<file path="config.mk">
export PLATFORM = sky130hd
export DESIGN_NAME = rmcs_ctrl
export DESIGN_NICKNAME = d
export VERILOG_FILES = /design/src/rmcs_pkg.sv /design/src/rmcs_ctrl.sv
export VERILOG_INCLUDE_DIRS = /design/src /design/src/src
export SDC_FILE = /design/constraint.sdc
export NUM_CORES = 1
export LEC_CHECK = 0
export ABC_AREA = 1
export BUFFER_PORTS_ARGS = -buffer_cell sky130_fd_sc_hd__buf_4
export CAP_MARGIN = 25
export CORE_MARGIN = 3
export CORE_UTILIZATION = 44
export CTS_BUF_LIST = sky130_fd_sc_hd__clkbuf_16
export CTS_CLUSTER_DIAMETER = 40
export CTS_CLUSTER_SIZE = 40
export DETAILED_ROUTE_END_ITERATION = 6
export GPL_TIMING_DRIVEN = 0
export PLACE_DENSITY = 0.88
export RECOVER_POWER = 25
export SYNTH_ARGS = -nofsm -noshare
export SYNTH_HDL_FRONTEND = slang
export SYNTH_SLANG_ARGS = --single-unit
</file>
<file path="constraint.sdc">
create_clock -name i_clk -period 1.54 [get_ports i_clk]
set_input_delay 0.308 -clock i_clk [delete_from_list [all_inputs] [get_ports i_clk]]
set_output_delay 0.308 -clock i_clk [all_outputs]
set_load 0.01 [all_outputs]
</file>
<file path="src/assert_macros.svh">
// Assertion macros shared by the region table RTL.
// Define NO_ASSERTIONS to compile the checks away.
`ifndef ASSERT_MACROS_SVH
`define ASSERT_MACROS_SVH
`ifndef NO_ASSERTIONS
`define RMCS_ASSERT(lbl, clk, rstn, prop) \
    lbl: assert property (@(posedge clk) disable iff (!rstn) prop) \
        else $error("region table assertion failed");
`define RMCS_NEVER(lbl, clk, rstn, expr) \
    lbl: assert property (@(posedge clk) disable iff (!rstn) !(expr)) \
        else $error("region table assertion failed");
`else
`define RMCS_ASSERT(lbl, clk, rstn, prop)
`define RMCS_NEVER(lbl, clk, rstn, expr)
`endif
`endif

</file>
<file path="src/rmcs_pkg.sv">
//------------------------------------------------------------------------------
// rmcs_pkg
// Types, constants and controller/datapath command structures for the
// region table block.
//------------------------------------------------------------------------------
`default_nettype none
package rmcs_pkg;

    localparam int TABLE_DEPTH = 32;
    localparam int IDX_W       = $clog2(TABLE_DEPTH);
    localparam int CNT_W       = $clog2(TABLE_DEPTH + 1);

    typedef enum logic [1:0] {
        REQ_APPEND = 2'd0,
        REQ_CARVE  = 2'd1,
        REQ_SORT   = 2'd2,
        REQ_DUMP   = 2'd3
    } t_req;

    typedef struct packed {
        logic [63:0] base;
        logic [63:0] len;
        logic [15:0] kind;
    } t_region;

    typedef enum logic [1:0] {
        RD_AT_I,
        RD_AT_CNT,
        RD_AT_JM1
    } t_rd_sel;

    typedef enum logic [2:0] {
        WR_NONE,
        WR_NEW,
        WR_SPLIT,
        WR_FRONT,
        WR_TAIL,
        WR_MOVE,
        WR_SHIFT,
        WR_KEY
    } t_wr_sel;

    typedef enum logic [1:0] {
        OUT_NONE,
        OUT_OK,
        OUT_FULL,
        OUT_DUMP
    } t_out_sel;

    typedef struct packed {
        logic     load_req;
        logic     rd_en;
        t_rd_sel  rd_sel;
        t_wr_sel  wr_sel;
        logic     cnt_inc;
        logic     cnt_dec;
        logic     i_clr;
        logic     i_set1;
        logic     i_inc;
        logic     j_from_i;
        logic     j_dec;
        logic     load_key;
        logic     calc_end;
        t_out_sel out_sel;
    } t_cmd;

    typedef struct packed {
        t_req req;
        logic i_ge_cnt;
        logic full;
        logic lt2;
        logic cnt_zero;
        logic covered;
        logic overlap;
        logic front;
        logic tail;
        logic j_zero;
        logic shift_gt;
        logic dump_last;
    } t_sts;

endpackage
`default_nettype wire

</file>
<file path="src/rmcs_ctrl.sv">
//------------------------------------------------------------------------------
// rmcs_ctrl
// Request sequencer: walks the table for carve, sort and dump requests and
// drives the datapath one step per state.
//------------------------------------------------------------------------------
`default_nettype none
`include "assert_macros.svh"
module rmcs_ctrl (
    input  wire logic           i_clk,
    input  wire logic           i_rst_n,
    input  wire logic           start,
    output logic                busy,
    input  rmcs_pkg::t_sts      i_sts,
    output rmcs_pkg::t_cmd      o_cmd
);

    typedef enum logic [3:0] {
        ST_IDLE,
        ST_DISPATCH,
        ST_C_CHK,
        ST_C_CALC,
        ST_C_EVAL,
        ST_C_MOVE_RD,
        ST_C_MOVE_WR,
        ST_C_SPLIT2,
        ST_S_KEY_RD,
        ST_S_KEY_LD,
        ST_S_JCHK,
        ST_S_SHIFT,
        ST_S_NEXT,
        ST_D_RD,
        ST_D_OUT
    } t_state;

    t_state r_state;
    t_state n_state;

    assign busy = (r_state != ST_IDLE);

    always_comb begin
        n_state = r_state;
        o_cmd   = '0;
        unique case (r_state)
            ST_IDLE: begin
                if (start) begin
                    o_cmd.load_req = 1'b1;
                    n_state = ST_DISPATCH;
                end
            end
            ST_DISPATCH: begin
                unique case (i_sts.req)
                    rmcs_pkg::REQ_APPEND: begin
                        if (i_sts.full) begin
                            o_cmd.out_sel = rmcs_pkg::OUT_FULL;
                        end else begin
                            o_cmd.wr_sel  = rmcs_pkg::WR_NEW;
                            o_cmd.cnt_inc = 1'b1;
                            o_cmd.out_sel = rmcs_pkg::OUT_OK;
                        end
                        n_state = ST_IDLE;
                    end
                    rmcs_pkg::REQ_CARVE: begin
                        o_cmd.i_clr = 1'b1;
                        n_state = ST_C_CHK;
                    end
                    rmcs_pkg::REQ_SORT: begin
                        if (i_sts.lt2) begin
                            o_cmd.out_sel = rmcs_pkg::OUT_OK;
                            n_state = ST_IDLE;
                        end else begin
                            o_cmd.i_set1 = 1'b1;
                            n_state = ST_S_KEY_RD;
                        end
                    end
                    rmcs_pkg::REQ_DUMP: begin
                        if (i_sts.cnt_zero) begin
                            o_cmd.out_sel = rmcs_pkg::OUT_OK;
                            n_state = ST_IDLE;
                        end else begin
                            o_cmd.i_clr = 1'b1;
                            n_state = ST_D_RD;
                        end
                    end
                    default: n_state = ST_IDLE;
                endcase
            end
            ST_C_CHK: begin
                if (i_sts.i_ge_cnt) begin
                    // Walk finished: append the new range itself.
                    if (i_sts.full) begin
                        o_cmd.out_sel = rmcs_pkg::OUT_FULL;
                    end else begin
                        o_cmd.wr_sel  = rmcs_pkg::WR_NEW;
                        o_cmd.cnt_inc = 1'b1;
                        o_cmd.out_sel = rmcs_pkg::OUT_OK;
                    end
                    n_state = ST_IDLE;
                end else begin
                    o_cmd.rd_en  = 1'b1;
                    o_cmd.rd_sel = rmcs_pkg::RD_AT_I;
                    n_state = ST_C_CALC;
                end
            end
            ST_C_CALC: begin
                o_cmd.calc_end = 1'b1;
                n_state = ST_C_EVAL;
            end
            ST_C_EVAL: begin
                if (i_sts.covered) begin
                    o_cmd.cnt_dec = 1'b1;
                    n_state = ST_C_MOVE_RD;
                end else if (i_sts.overlap) begin
                    if (i_sts.front) begin
                        o_cmd.wr_sel = rmcs_pkg::WR_FRONT;
                        o_cmd.i_inc  = 1'b1;
                        n_state = ST_C_CHK;
                    end else if (i_sts.tail) begin
                        o_cmd.wr_sel = rmcs_pkg::WR_TAIL;
                        o_cmd.i_inc  = 1'b1;
                        n_state = ST_C_CHK;
                    end else if (i_sts.full) begin
                        o_cmd.out_sel = rmcs_pkg::OUT_FULL;
                        n_state = ST_IDLE;
                    end else begin
                        o_cmd.wr_sel  = rmcs_pkg::WR_SPLIT;
                        o_cmd.cnt_inc = 1'b1;
                        n_state = ST_C_SPLIT2;
                    end
                end else begin
                    o_cmd.i_inc = 1'b1;
                    n_state = ST_C_CHK;
                end
            end
            ST_C_MOVE_RD: begin
                o_cmd.rd_en  = 1'b1;
                o_cmd.rd_sel = rmcs_pkg::RD_AT_CNT;
                n_state = ST_C_MOVE_WR;
            end
            ST_C_MOVE_WR: begin
                // The moved entry lands in slot i, which is examined again.
                o_cmd.wr_sel = rmcs_pkg::WR_MOVE;
                n_state = ST_C_CHK;
            end
            ST_C_SPLIT2: begin
                o_cmd.wr_sel = rmcs_pkg::WR_TAIL;
                o_cmd.i_inc  = 1'b1;
                n_state = ST_C_CHK;
            end
            ST_S_KEY_RD: begin
                o_cmd.rd_en  = 1'b1;
                o_cmd.rd_sel = rmcs_pkg::RD_AT_I;
                n_state = ST_S_KEY_LD;
            end
            ST_S_KEY_LD: begin
                o_cmd.load_key = 1'b1;
                o_cmd.j_from_i = 1'b1;
                n_state = ST_S_JCHK;
            end
            ST_S_JCHK: begin
                if (i_sts.j_zero) begin
                    o_cmd.wr_sel = rmcs_pkg::WR_KEY;
                    o_cmd.i_inc  = 1'b1;
                    n_state = ST_S_NEXT;
                end else begin
                    o_cmd.rd_en  = 1'b1;
                    o_cmd.rd_sel = rmcs_pkg::RD_AT_JM1;
                    n_state = ST_S_SHIFT;
                end
            end
            ST_S_SHIFT: begin
                if (i_sts.shift_gt) begin
                    o_cmd.wr_sel = rmcs_pkg::WR_SHIFT;
                    o_cmd.j_dec  = 1'b1;
                    n_state = ST_S_JCHK;
                end else begin
                    o_cmd.wr_sel = rmcs_pkg::WR_KEY;
                    o_cmd.i_inc  = 1'b1;
                    n_state = ST_S_NEXT;
                end
            end
            ST_S_NEXT: begin
                if (i_sts.i_ge_cnt) begin
                    o_cmd.out_sel = rmcs_pkg::OUT_OK;
                    n_state = ST_IDLE;
                end else begin
                    n_state = ST_S_KEY_RD;
                end
            end
            ST_D_RD: begin
                o_cmd.rd_en  = 1'b1;
                o_cmd.rd_sel = rmcs_pkg::RD_AT_I;
                n_state = ST_D_OUT;
            end
            ST_D_OUT: begin
                o_cmd.out_sel = rmcs_pkg::OUT_DUMP;
                o_cmd.i_inc   = 1'b1;
                n_state = i_sts.dump_last ? ST_IDLE : ST_D_RD;
            end
            default: n_state = ST_IDLE;
        endcase
    end

    always_ff @(posedge i_clk) begin
        if (!i_rst_n) begin
            r_state <= ST_IDLE;
        end else begin
            r_state <= n_state;
        end
    end

    `RMCS_ASSERT(a_accept_goes_busy, i_clk, i_rst_n, (start && !busy) |=> busy)
    `RMCS_NEVER(a_cnt_up_down, i_clk, i_rst_n, o_cmd.cnt_inc && o_cmd.cnt_dec)
    `RMCS_NEVER(a_grow_when_full, i_clk, i_rst_n, o_cmd.cnt_inc && i_sts.full)

endmodule
`default_nettype wire

</file>
==> impl_metrics.py, run 1 <==
metrics = {
    "logic_synthesis": {
        "yosys_warnings": 0,
        "synth_seq_cells": 4,
        "synth_area_um2": 694,
        "synth_largest_area_cell": "nand2_1",
        "synth_nets": 161,
        "ys_seq_area_frac": 0.115,
        "synthCells": 145,
        "avgSynthCellArea_um2": 4.79,
        "netlist.area_leader.share": 0.200,
        "synthTopCellsByArea": "nand2_1 20%, inv_1 17%, nor2_1 14%, dfxtp_1 12%, nand3_1 12%",
        "synth_cell_type_count": 18,
    },
    "clock_network": {
        "clk_path_buf_depth": 2,
        "cts_max_level": 1,
        "cts_sinks": 4,
        "postCtsHoldBufs": 0,
        "clk_root_buffer_cell": "clkbuf_16",
        "numCtsBuffers": 3,
    },
    "floorplan": {
        "die_w_um": 45.7,
        "start_util": 0.502,
        "rows": 13,
        "die_h_um": 45.7,
        "num_io_pins": 35,
    },
    "outcome": {
        "outcome": "aborted with a tool error",
        "haltStage": "5_1_grt",
        "firstError": "[ERROR DPL-0038] Utilization greater than 100%, impossible to legalize",
    },
    "placement": {
        "dp_hpwl_mm": 1.79,
        "finalWeightedCongestion": 0.915,
        "post-place-ws_ns": -0.0978,
        "dp_cells": 194,
        "port_buffers": 34,
    },
    "global_route": {
        "grt_max_degree": 8,
    },
    "sta": {
        "crit_endpoint": "o_cmd[11]",
        "worstEndpointType": "top-level output",
    },
}
[timing repair]
| action | CTS |
|---|---|
| pin swaps | 8 |
| buffers inserted | 20 |
| setup endpoints to repair | 17 |
| gates resized for setup | 36 |
| gates cloned | 0 |
[stage by stage]
step	utilization	area [µm²]	hold slack, ns
after detailed placement	0.700	968	0.591
after floorplan	-	694	0.470
after CTS	0.931	1290	0.357
after global placement	0.700	968	0.581
[synthesized netlist by cell type]
library cell  instances
nand2_1              37
inv_1                32
nor2_1               26
nand3_1              16
a21oi_1               7
o21ai_0               5
dfxtp_1               4
inv_2                 3
nand2_2               2
nor2_2                2
nor2_4                2
nor3_1                2
o211ai_1              2
a31oi_1               1
buf_4                 1
nand4_1               1
o21ai_1               1
o21ai_2               1
[kinds of logic after synthesis]
group / after synthesis / synth area share
flops: 4 / 0.115
buf+inv: 36 / 0.200
compound gates: 17 / 0.137
simple gates: 88 / 0.548
==> run 2: changes to the inputs <==
--- a/config.mk
+++ b/config.mk
@@ -9,14 +9,11 @@
 export ABC_AREA = 1
 export BUFFER_PORTS_ARGS = -buffer_cell sky130_fd_sc_hd__buf_4
 export CAP_MARGIN = 25
-export CORE_MARGIN = 3
-export CORE_UTILIZATION = 44
-export CTS_BUF_LIST = sky130_fd_sc_hd__clkbuf_16
-export CTS_CLUSTER_DIAMETER = 40
-export CTS_CLUSTER_SIZE = 40
+export CORE_AREA = 3 3 64 66
 export DETAILED_ROUTE_END_ITERATION = 6
+export DIE_AREA = 0 0 67 69
 export GPL_TIMING_DRIVEN = 0
-export PLACE_DENSITY = 0.88
+export PLACE_DENSITY_LB_ADDON = 0.15
 export RECOVER_POWER = 25
 export SYNTH_ARGS = -nofsm -noshare
 export SYNTH_HDL_FRONTEND = slang
==> run 2 against run 1 <==
  * Synthesized cell count unchanged
  * The flow now finishes, with violations (setup timing)
  * Area after synthesis unchanged
==> impl_metrics.py, run 2 <==
metrics = {
    "outcome": {
        "outcome": "finished with violations",
        "violations": "setup timing",
    },
    "final_layout": {
        "fin_nets": 224,
        "top_register": "r_state",
        "reg_top3": "r_state x4",
        "final_area_um2": 1460,
        "final_common_cell": "buf_4",
        "layout-drive-gt1-share": 0.553,
        "layout_common_cells": "48 x buf_4, 30 x nand2_1, 23 x inv_1, 16 x nor2_1",
        "largest_reg_flops": 4,
        "area_growth_pct": 111,
        "antenna_cells": 0,
        "post-route-util": 0.403,
    },
    "placement": {
        "port_buffers": 34,
        "dp_hpwl_mm": 2.05,
        "placed_area_um2": 1010,
        "finalWeightedCongestion": 0.823,
        "post-place-ws_ns": -0.119,
    },
    "setup_path": {
        "startpoint_type": "flip-flop",
        "worst-r2r-cell-count": 10,
        "cp.required_ns": 1.23,
        "path_class": "flip-flop to output port",
        "crit_arrival_ns": 1.38,
        "setup.worst_path.end_class": "output port",
        "critPathMaxFanout": 6,
    },
    "logic_synthesis": {
        "synth_edf_count": 0,
        "yosys_warnings": 0,
        "synth_cell_type_count": 18,
        "synth_largest_area_cell": "nand2_1",
        "ys.flop_type": "dfxtp_1",
        "ys_seq_area_frac": 0.115,
        "synthTopCellsByArea": "nand2_1 20%, inv_1 17%, nor2_1 14%, dfxtp_1 12%, nand3_1 12%",
        "async_flop_share": 0,
        "avgSynthCellArea_um2": 4.79,
        "yosys.cell_count.top_type": "nand2_1",
        "synth_seq_cells": 4,
        "netlist.area_leader.share": 0.200,
        "synth_common_cells": "37 x nand2_1, 32 x inv_1, 26 x nor2_1",
        "synthCells": 145,
        "synth_nets": 161,
        "synth_area_um2": 694,
    },
    "power_and_ir_drop": {
        "max-vdd-ir-drop_v": 0.000294,
        "seqPwrFrac": 0.178,
        "clkPwrFrac": 0.253,
        "p_int_uw": 519,
        "switchingPower_uw": 329,
        "share_comb_of_total_power": 0.569,
        "leakage_nw": 0.824,
        "power_density_nw_per_um2": 580,
        "sw_frac_of_total": 0.388,
    },
    "routing": {
        "num_vias": 1076,
        "ant_nets": 0,
        "dr.pass1.iters": 4,
        "routed_via_density": 4.24,
        "route.detailed.drc": 0,
        "drt_iter0_drc": 41,
        "routedWlPerCell_um": 11.1,
        "wirelength_mm": 2.83,
    },
    "sta": {
        "min_period_ns": 1.68,
        "fin_ws_ns": -0.144,
        "rsz0062_at_grt": "true",
        "max_freq_mhz": 594,
        "fin_crit_sh": 1.09,
        "relSlewSlack": 0.831,
        "finalClockSkew_ns": 0.00364,
        "worst_pin_slew_ns": 0.254,
        "finalSetupViolations": 12,
        "slew_viol_final": 0,
        "final-hold-violation-count": 0,
    },
    "global_route": {
        "grt_use_met2": 0.189,
        "grt_pass1_wl_mm": 4.26,
        "grt_use_total": 0.113,
        "antenna_found_initial": 0,
        "grt-busiest-layer": "met2",
        "grt_max_degree": 8,
        "grt_pass1_vias": 960,
        "gr-total-overflow": 0,
        "met1_usage": 0.155,
        "use_met3": 0.0130,
    },
    "clock_network": {
        "numCtsBuffers": 3,
        "clk_path_buf_depth": 2,
        "clk_root_buffer_cell": "clkbuf_8",
        "insertion_delay_ns": 0.21,
        "cts_max_level": 1,
        "cts_tree": "done",
        "clkTransAtPathRegs_ns": 0.03,
        "cts_sinks": 4,
    },
    "floorplan": {
        "die_h_um": 69,
        "floorplan.die_area_um2": 4620,
        "rows": 22,
        "die_w_um": 67,
        "start_util": 0.191,
        "fp.coreArea_um2": 3630,
        "num_io_pins": 35,
    },
    "run": {
        "cap_violations": 0,
    },
    "min_path": {
        "min_path_type": "primary input to flip-flop",
        "hold_path_depth": 3,
    },
}
## run 2: cell counts after synthesis
No cell type changed its count.
## run 2: logic make-up after synthesis
kind of cell           after synthesis  synth area share
AOI/OAI and AO/OA                   17             0.137
buffers and inverters               36             0.200
DFF                                  4             0.115
and+or+nand+nor                     88             0.548
## run 2: metal layers
layer  up-vias  wire, µm  part of all wire
li1        569         -                 -
met2        31      1460              0.51
met4         0        12            0.0042
met1       474      1200              0.43
met5         -         0                 0
met3         2       155             0.055
## run 2: cell type report
| cell class | count | area (µm²) |
|---|---|---|
| Timing Repair Buffer | 58 | 477 |
| Multi-Input combinational cell | 105 | 638 |
| Buffer | 1 | 7.51 |
| Inverter | 35 | 144 |
| Sequential cell | 4 | 95.1 |
| Tap cell | 48 | 60.1 |
| Fill cell | 428 | 2170 |
| Clock buffer | 3 | 41.3 |
## run 2: power by group through the flow
stage | logic (mW) | clock network (mW) | registers, mW
finish | 0.483 | 0.214 | 0.151
global route | 0.530 | 0.231 | 0.154
CTS | 0.384 | 0.220 | 0.149
detailed placement | 0.296 | 0 | 0.140
global placement | 0.295 | 0 | 0.140
floorplan | 0.172 | 0 | 0.135
## run 2: worst paths after layout
| kind | startpoint | end | slack, ns |
|---|---|---|---|
| max | r_state[1] | o_cmd[13] | -0.14 |
| max reg2reg | r_state[2] | r_state[1] | 0.02 |
| min reg2reg | r_state[3] | r_state[0] | 0.73 |
| min | start | r_state[0] | 0.37 |
## run 2: worst max-delay path, cell delays in order, from the launching register on
cell and delay, ns:
dfxtp_4 0.41, inv_4 0.05, nor2_4 0.16, buf_4 0.16, a31oi_2 0.10, o211ai_1 0.12
buf_4 0.16
## run 2: repair_timing
action,4_1_cts,5_1_grt
setup endpoints to repair,18,17
setup buffers,14,10
pin swaps,12,12
gates resized for setup,43,34
hold buffers,0,0
## run 2: stage by stage
step,power [mW],setup TNS [ns],std cells,hold slack [ns]
floorplan,0.307,0,145,0.470
global placement,0.435,-0.489,227,0.590
detailed placement,0.437,-0.562,227,0.603
CTS,0.754,-1.20,244,0.380
global route,0.915,-2.08,254,0.403
finish,0.848,-0.966,254,0.368
(Power assumes the default switching activity.)
==> run 3: changes to the inputs <==
--- a/config.mk
+++ b/config.mk
@@ -10,10 +10,11 @@
 export BUFFER_PORTS_ARGS = -buffer_cell sky130_fd_sc_hd__buf_4
 export CAP_MARGIN = 25
 export CORE_AREA = 3 3 64 66
+export CTS_CLUSTER_SIZE = 25
 export DETAILED_ROUTE_END_ITERATION = 6
 export DIE_AREA = 0 0 67 69
 export GPL_TIMING_DRIVEN = 0
-export PLACE_DENSITY_LB_ADDON = 0.15
+export PLACE_DENSITY_LB_ADDON = 0.1
 export RECOVER_POWER = 25
 export SYNTH_ARGS = -nofsm -noshare
 export SYNTH_HDL_FRONTEND = slang
==> run 3 against run 2 <==
  * The run still ends with setup timing left
  * Register-to-register slack improved by 0.26 ns
  * Critical path depth rose by 1
  * Worst setup slack barely moved
  * Largest power group unchanged
  * Sequential cell count did not move
==> impl_metrics.py, run 3 (synthesis results as in run 2) <==
metrics = {
    "outcome": {
        "outcome": "finished with violations",
        "violations": "setup timing",
    },
    "placement": {
        "dp_hpwl_mm": 1.99,
        "port_buffers": 34,
        "finalWeightedCongestion": 0.822,
    },
    "floorplan": {
        "start_util": 0.191,
        "num_io_pins": 35,
        "floorplan.die_area_um2": 4620,
        "die_h_um": 69,
        "fp.coreArea_um2": 3630,
        "die_w_um": 67,
        "rows": 22,
    },
    "run": {
        "cap_violations": 0,
    },
    "sta": {
        "finalSetupViolations": 10,
        "fin_ws_ns": -0.144,
        "fin_crit_sh": 1.09,
        "relSlewSlack": 0.835,
        "slew_viol_final": 0,
        "worst_pin_slew_ns": 0.248,
        "max_freq_mhz": 594,
        "rsz0062_at_grt": "true",
        "final-hold-violation-count": 0,
        "whs_ns": 0.368,
        "finalClockSkew_ns": 0.000456,
        "min_period_ns": 1.68,
    },
    "power_and_ir_drop": {
        "p_int_uw": 465,
        "seqPwrFrac": 0.199,
        "clkPwrFrac": 0.286,
        "power_uw": 741,
        "switchingPower_uw": 276,
        "power_density_nw_per_um2": 613,
        "max-vdd-ir-drop_v": 0.000304,
        "sw_frac_of_total": 0.372,
        "share_comb_of_total_power": 0.514,
        "leakage_nw": 0.722,
    },
    "final_layout": {
        "top_register": "r_state",
        "reg_top3": "r_state x4",
        "seqCellArea_um2": 95.1,
        "layout_common_cells": "38 x buf_4, 34 x nand2_1, 28 x inv_1, 18 x nor2_1, 14 x nand3_1",
        "area_growth_pct": 74.1,
        "antenna_cells": 0,
        "post-route-util": 0.333,
        "multi_input_area_um2": 537,
        "layout-drive-gt1-share": 0.411,
        "fin_nets": 208,
        "final_common_cell": "buf_4",
        "largest_reg_flops": 4,
        "fillerInstances": 423,
    },
    "clock_network": {
        "insertion_delay_ns": 0.21,
        "cts_tree": "done",
        "numCtsBuffers": 3,
        "clk_root_buffer_cell": "clkbuf_8",
        "cts_sinks": 4,
        "clkTransAtPathRegs_ns": 0.03,
        "clk_path_buf_depth": 2,
        "cts_max_level": 1,
        "postCtsHoldBufs": 0,
    },
    "routing": {
        "wl_met2_mm": 1.09,
        "ant_nets": 0,
        "wirelength_mm": 2.34,
        "drt_iter0_drc": 51,
        "dr.pass1.iters": 4,
        "maxUsedRoutingLayer": "met3",
        "wl_met3_um": 166,
        "route.detailed.drc": 0,
        "routedWlPerCell_um": 9.84,
        "wl_met1_mm": 1.09,
        "num_vias": 977,
        "routed_via_density": 4.11,
    },
    "global_route": {
        "antenna_found_initial": 0,
        "grt_use_total": 0.102,
        "grt_pass1_vias": 930,
        "grt_max_degree": 8,
        "gr-total-overflow": 0,
        "grt_pass1_wl_mm": 3.83,
    },
    "setup_path": {
        "startpoint_type": "flip-flop",
        "cp.required_ns": 1.23,
        "setup.worst_path.end_class": "output port",
        "crit_arrival_ns": 1.38,
        "critPathMaxFanout": 6,
        "path_class": "flip-flop to output port",
    },
    "min_path": {
        "min_path_type": "primary input to flip-flop",
    },
}
[run 3: area by class of cell]
class | count | share of cell area
timing repair buffer | 42 | 0.276
sequential | 4 | 0.0787
inverter | 35 | 0.111
buffer | 1 | 0.00621
multi-input combinational | 105 | 0.444
clock buffer | 3 | 0.0342
tap | 48 | 0.0497
[run 3: power by group through the flow]
stage / Clock, mW / Sequential (mW) / Combinational (mW)
finish: 0.212 / 0.148 / 0.381
global route: 0.224 / 0.151 / 0.428
CTS: 0.221 / 0.148 / 0.358
global placement: 0 / 0.139 / 0.295
detailed placement: 0 / 0.140 / 0.296
floorplan: 0 / 0.135 / 0.172
[run 3: critical path, cell delays in order (launching register included)]
cell	delay, ns
dfxtp_4	0.38
inv_2	0.07
nor2_4	0.15
nand3_2	0.11
inv_2	0.09
nand2_1	0.06
o211ai_1	0.15
buf_4	0.15
[run 3: metal layers]
layer	vias to the layer above	GRT usage
met5	-	0
met4	0	0.0270
met3	0	0.0212
met2	22	0.177
met1	420	0.125
li1	535	-
[run 3: worst paths after layout]
path                    from    endpoint  slack, ns  cells after the start
hold / removal       i_rst_n  r_state[2]       0.37                      3
setup / recovery  r_state[2]   o_cmd[13]      -0.14                      7
hold reg to reg   r_state[2]  r_state[0]       0.74                      4
setup reg to reg  r_state[0]  r_state[3]       0.28                     10
[run 3: stage by stage]
stage | setup slack (ns) | cell area [µm²] | TNS, ns | cells
after floorplan | 0.0760 | 694 | 0 | 145
after global placement | -0.121 | 1010 | -0.524 | 227
after detailed placement | -0.140 | 1010 | -0.546 | 227
after CTS | -0.141 | 1160 | -1.09 | 236
after global routing | -0.255 | 1210 | -2.18 | 238
final | -0.144 | 1210 | -0.998 | 238
[run 3: what timing repair did]
item / 4_1_cts / 5_1_grt
gates resized for setup: 29 / 9
setup buffers: 6 / 2
endpoints found under the hold margin: 0 / 0
endpoints found under the setup margin: 17 / 13
pin swaps: 2 / 1
==> run 4: changes to the inputs <==
--- a/config.mk
+++ b/config.mk
@@ -15,7 +15,9 @@
 export DIE_AREA = 0 0 67 69
 export GPL_TIMING_DRIVEN = 0
 export PLACE_DENSITY_LB_ADDON = 0.1
-export RECOVER_POWER = 25
+export RECOVER_POWER = 50
+export SETUP_SLACK_MARGIN = 0.5
+export SLEW_MARGIN = 20
 export SYNTH_ARGS = -nofsm -noshare
 export SYNTH_HDL_FRONTEND = slang
 export SYNTH_SLANG_ARGS = --single-unit
==> run 4 against run 3 <==
  * The run still ends with setup timing left
  * Core utilization is 6.3 points higher
  * Sequential cell count stayed put
  * First-iteration DRC count is 25% lower
  * Largest cell class unchanged
==> impl_metrics.py, run 4 (synthesis results as in run 2) <==
metrics = {
    "placement": {
        "dp_hpwl_mm": 2.00,
        "placed_area_um2": 1060,
        "port_buffers": 34,
        "finalWeightedCongestion": 0.810,
    },
    "sta": {
        "final-hold-violation-count": 0,
        "rsz0062_at_grt": "true",
        "max_freq_mhz": 585,
        "fin_crit_sh": 1.11,
        "slew_viol_final": 0,
        "fin_ws_ns": -0.169,
        "whs_ns": 0.363,
        "worst_pin_slew_ns": 0.236,
        "min_period_ns": 1.71,
        "relSlewSlack": 0.842,
        "finalClockSkew_ns": 0.00583,
        "finalSetupViolations": 11,
    },
    "clock_network": {
        "cts_sinks": 4,
        "clk_root_buffer_cell": "clkbuf_8",
        "insertion_delay_ns": 0.22,
        "clk_path_buf_depth": 2,
        "clkTransAtPathRegs_ns": 0.03,
        "numCtsBuffers": 3,
        "cts_tree": "done",
        "cts_max_level": 1,
    },
    "power_and_ir_drop": {
        "power_density_nw_per_um2": 597,
        "max-vdd-ir-drop_v": 0.000401,
        "power_uw": 858,
        "switchingPower_uw": 325,
        "clkPwrFrac": 0.266,
        "share_comb_of_total_power": 0.556,
        "sw_frac_of_total": 0.378,
        "seqPwrFrac": 0.177,
        "p_int_uw": 533,
        "leakage_nw": 0.806,
    },
    "routing": {
        "routedWlPerCell_um": 10.3,
        "routed_via_density": 4.24,
        "route.detailed.drc": 0,
        "ant_nets": 0,
        "dr.pass1.iters": 4,
        "drt_iter0_drc": 38,
        "num_vias": 1069,
        "wirelength_mm": 2.59,
    },
    "min_path": {
        "min_path_type": "primary input to flip-flop",
        "hp-start": "start",
        "hold_path_depth": 3,
        "holdPathEnd": "r_state[0]",
    },
    "run": {
        "cap_violations": 0,
    },
    "setup_path": {
        "cp.required_ns": 1.23,
        "path_class": "flip-flop to output port",
        "worst_r2r_startpoint": "r_state[0]",
        "worst-r2r-cell-count": 10,
        "startpoint_type": "flip-flop",
        "rrSetupSlack_ns": 0.23,
        "timing.rr.end": "r_state[2]",
        "crit_arrival_ns": 1.40,
        "setup.worst_path.end_class": "output port",
        "critPathMaxFanout": 6,
    },
    "global_route": {
        "gr-total-overflow": 0,
        "antenna_found_initial": 0,
        "grt_pass1_wl_mm": 4.09,
        "grt_pass1_vias": 940,
        "grt_max_degree": 8,
        "grt_use_total": 0.110,
    },
    "final_layout": {
        "fin_nets": 221,
        "multi_input_area_um2": 624,
        "area_growth_pct": 107,
        "largest_reg_flops": 4,
        "reg_top3": "r_state x4",
        "final_area_um2": 1440,
        "antenna_cells": 0,
        "top_register": "r_state",
        "layout_common_cells": "45 x buf_4, 24 x inv_1, 21 x nand2_1, 16 x nor2_1, 15 x nand2_2",
        "final_common_cell": "buf_4",
        "seqCellArea_um2": 95.1,
        "fillerInstances": 404,
        "layout-drive-gt1-share": 0.564,
    },
    "floorplan": {
        "die_w_um": 67,
        "rows": 22,
        "fp.coreArea_um2": 3630,
        "die_h_um": 69,
        "floorplan.die_area_um2": 4620,
        "num_io_pins": 35,
        "start_util": 0.191,
    },
    "outcome": {
        "violations": "setup timing",
        "outcome": "finished with violations",
    },
}
run 4: cell types whose count changed in the layout (fill, tap and decap cells not counted), moves of 2 or more:
cell | before | now
buf_6 | 5 | 10
nand2_1 | 34 | 21
nor2_1 | 18 | 16
nand2_4 | 1 | 3
nor2_4 | 5 | 7
inv_4 | 1 | 4
nand3_1 | 14 | 12
buf_4 | 38 | 45
nand2_2 | 4 | 15
inv_1 | 28 | 24
run 4: critical path, stage by stage, from the launching register on:
cell and delay [ns]:
dfxtp_4 0.40, inv_4 0.05, nor2_4 0.18, nand2_4 0.08, nor2_2 0.11, nor2_1 0.08
o211ai_1 0.11, buf_4 0.16
run 4: repair_timing:
action / in CTS / in global routing
hold buffers: 0 / 0
setup endpoints to repair: 23 / 23
buffers inserted: 13 / 8
gates resized for setup: 26 / 25
pin swaps: 12 / 10
run 4: worst max path at each step:
| stage | from | to | depth (start not counted) |
|---|---|---|---|
| final | r_state[1] | o_cmd[16] | 7 |
| after global routing | r_state[1] | o_cmd[16] | 7 |
| after CTS | r_state[1] | o_cmd[16] | 7 |
| after detailed placement | r_state[3] | o_cmd[16] | 7 |
| after global placement | r_state[3] | o_cmd[16] | 7 |
| after floorplan | r_state[2] | o_cmd[13] | 6 |
run 4: layer usage:
metal	GRT usage	part of all wire	up-vias
met4	0.0203	0.011	0
met3	0.0212	0.050	4
met5	0	0	-
li1	-	-	566
met2	0.174	0.49	33
met1	0.153	0.44	466
run 4: area by class of cell:
| cell class | count | area share |
|---|---|---|
| well taps | 48 | 0.0418 |
| clock buffers | 4 | 0.0314 |
| repair buffers | 55 | 0.322 |
| plain buffers | 1 | 0.00523 |
| inverters | 35 | 0.0984 |
| multi-input cells | 105 | 0.435 |
| flip-flops and latches | 4 | 0.0662 |
run 4: power groups by stage:
stage / logic (mW) / registers (mW) / clock network [mW]
finish: 0.477 / 0.152 / 0.228
CTS: 0.409 / 0.151 / 0.237
detailed placement: 0.313 / 0.151 / 0
global placement: 0.312 / 0.151 / 0
global route: 0.521 / 0.156 / 0.251
floorplan: 0.192 / 0.145 / 0
run 4: stage by stage:
stage                     utilization  worst slack (ns)  setup TNS (ns)  std cells
after floorplan                     -             0.216               0        145
after global placement          0.292           -0.0214         -0.0214        227
after detailed placement        0.292           -0.0240         -0.0240        227
after CTS                       0.356            -0.147           -1.14        244
after global routing            0.395            -0.258           -2.26        252
final                           0.395            -0.169          -0.978        252
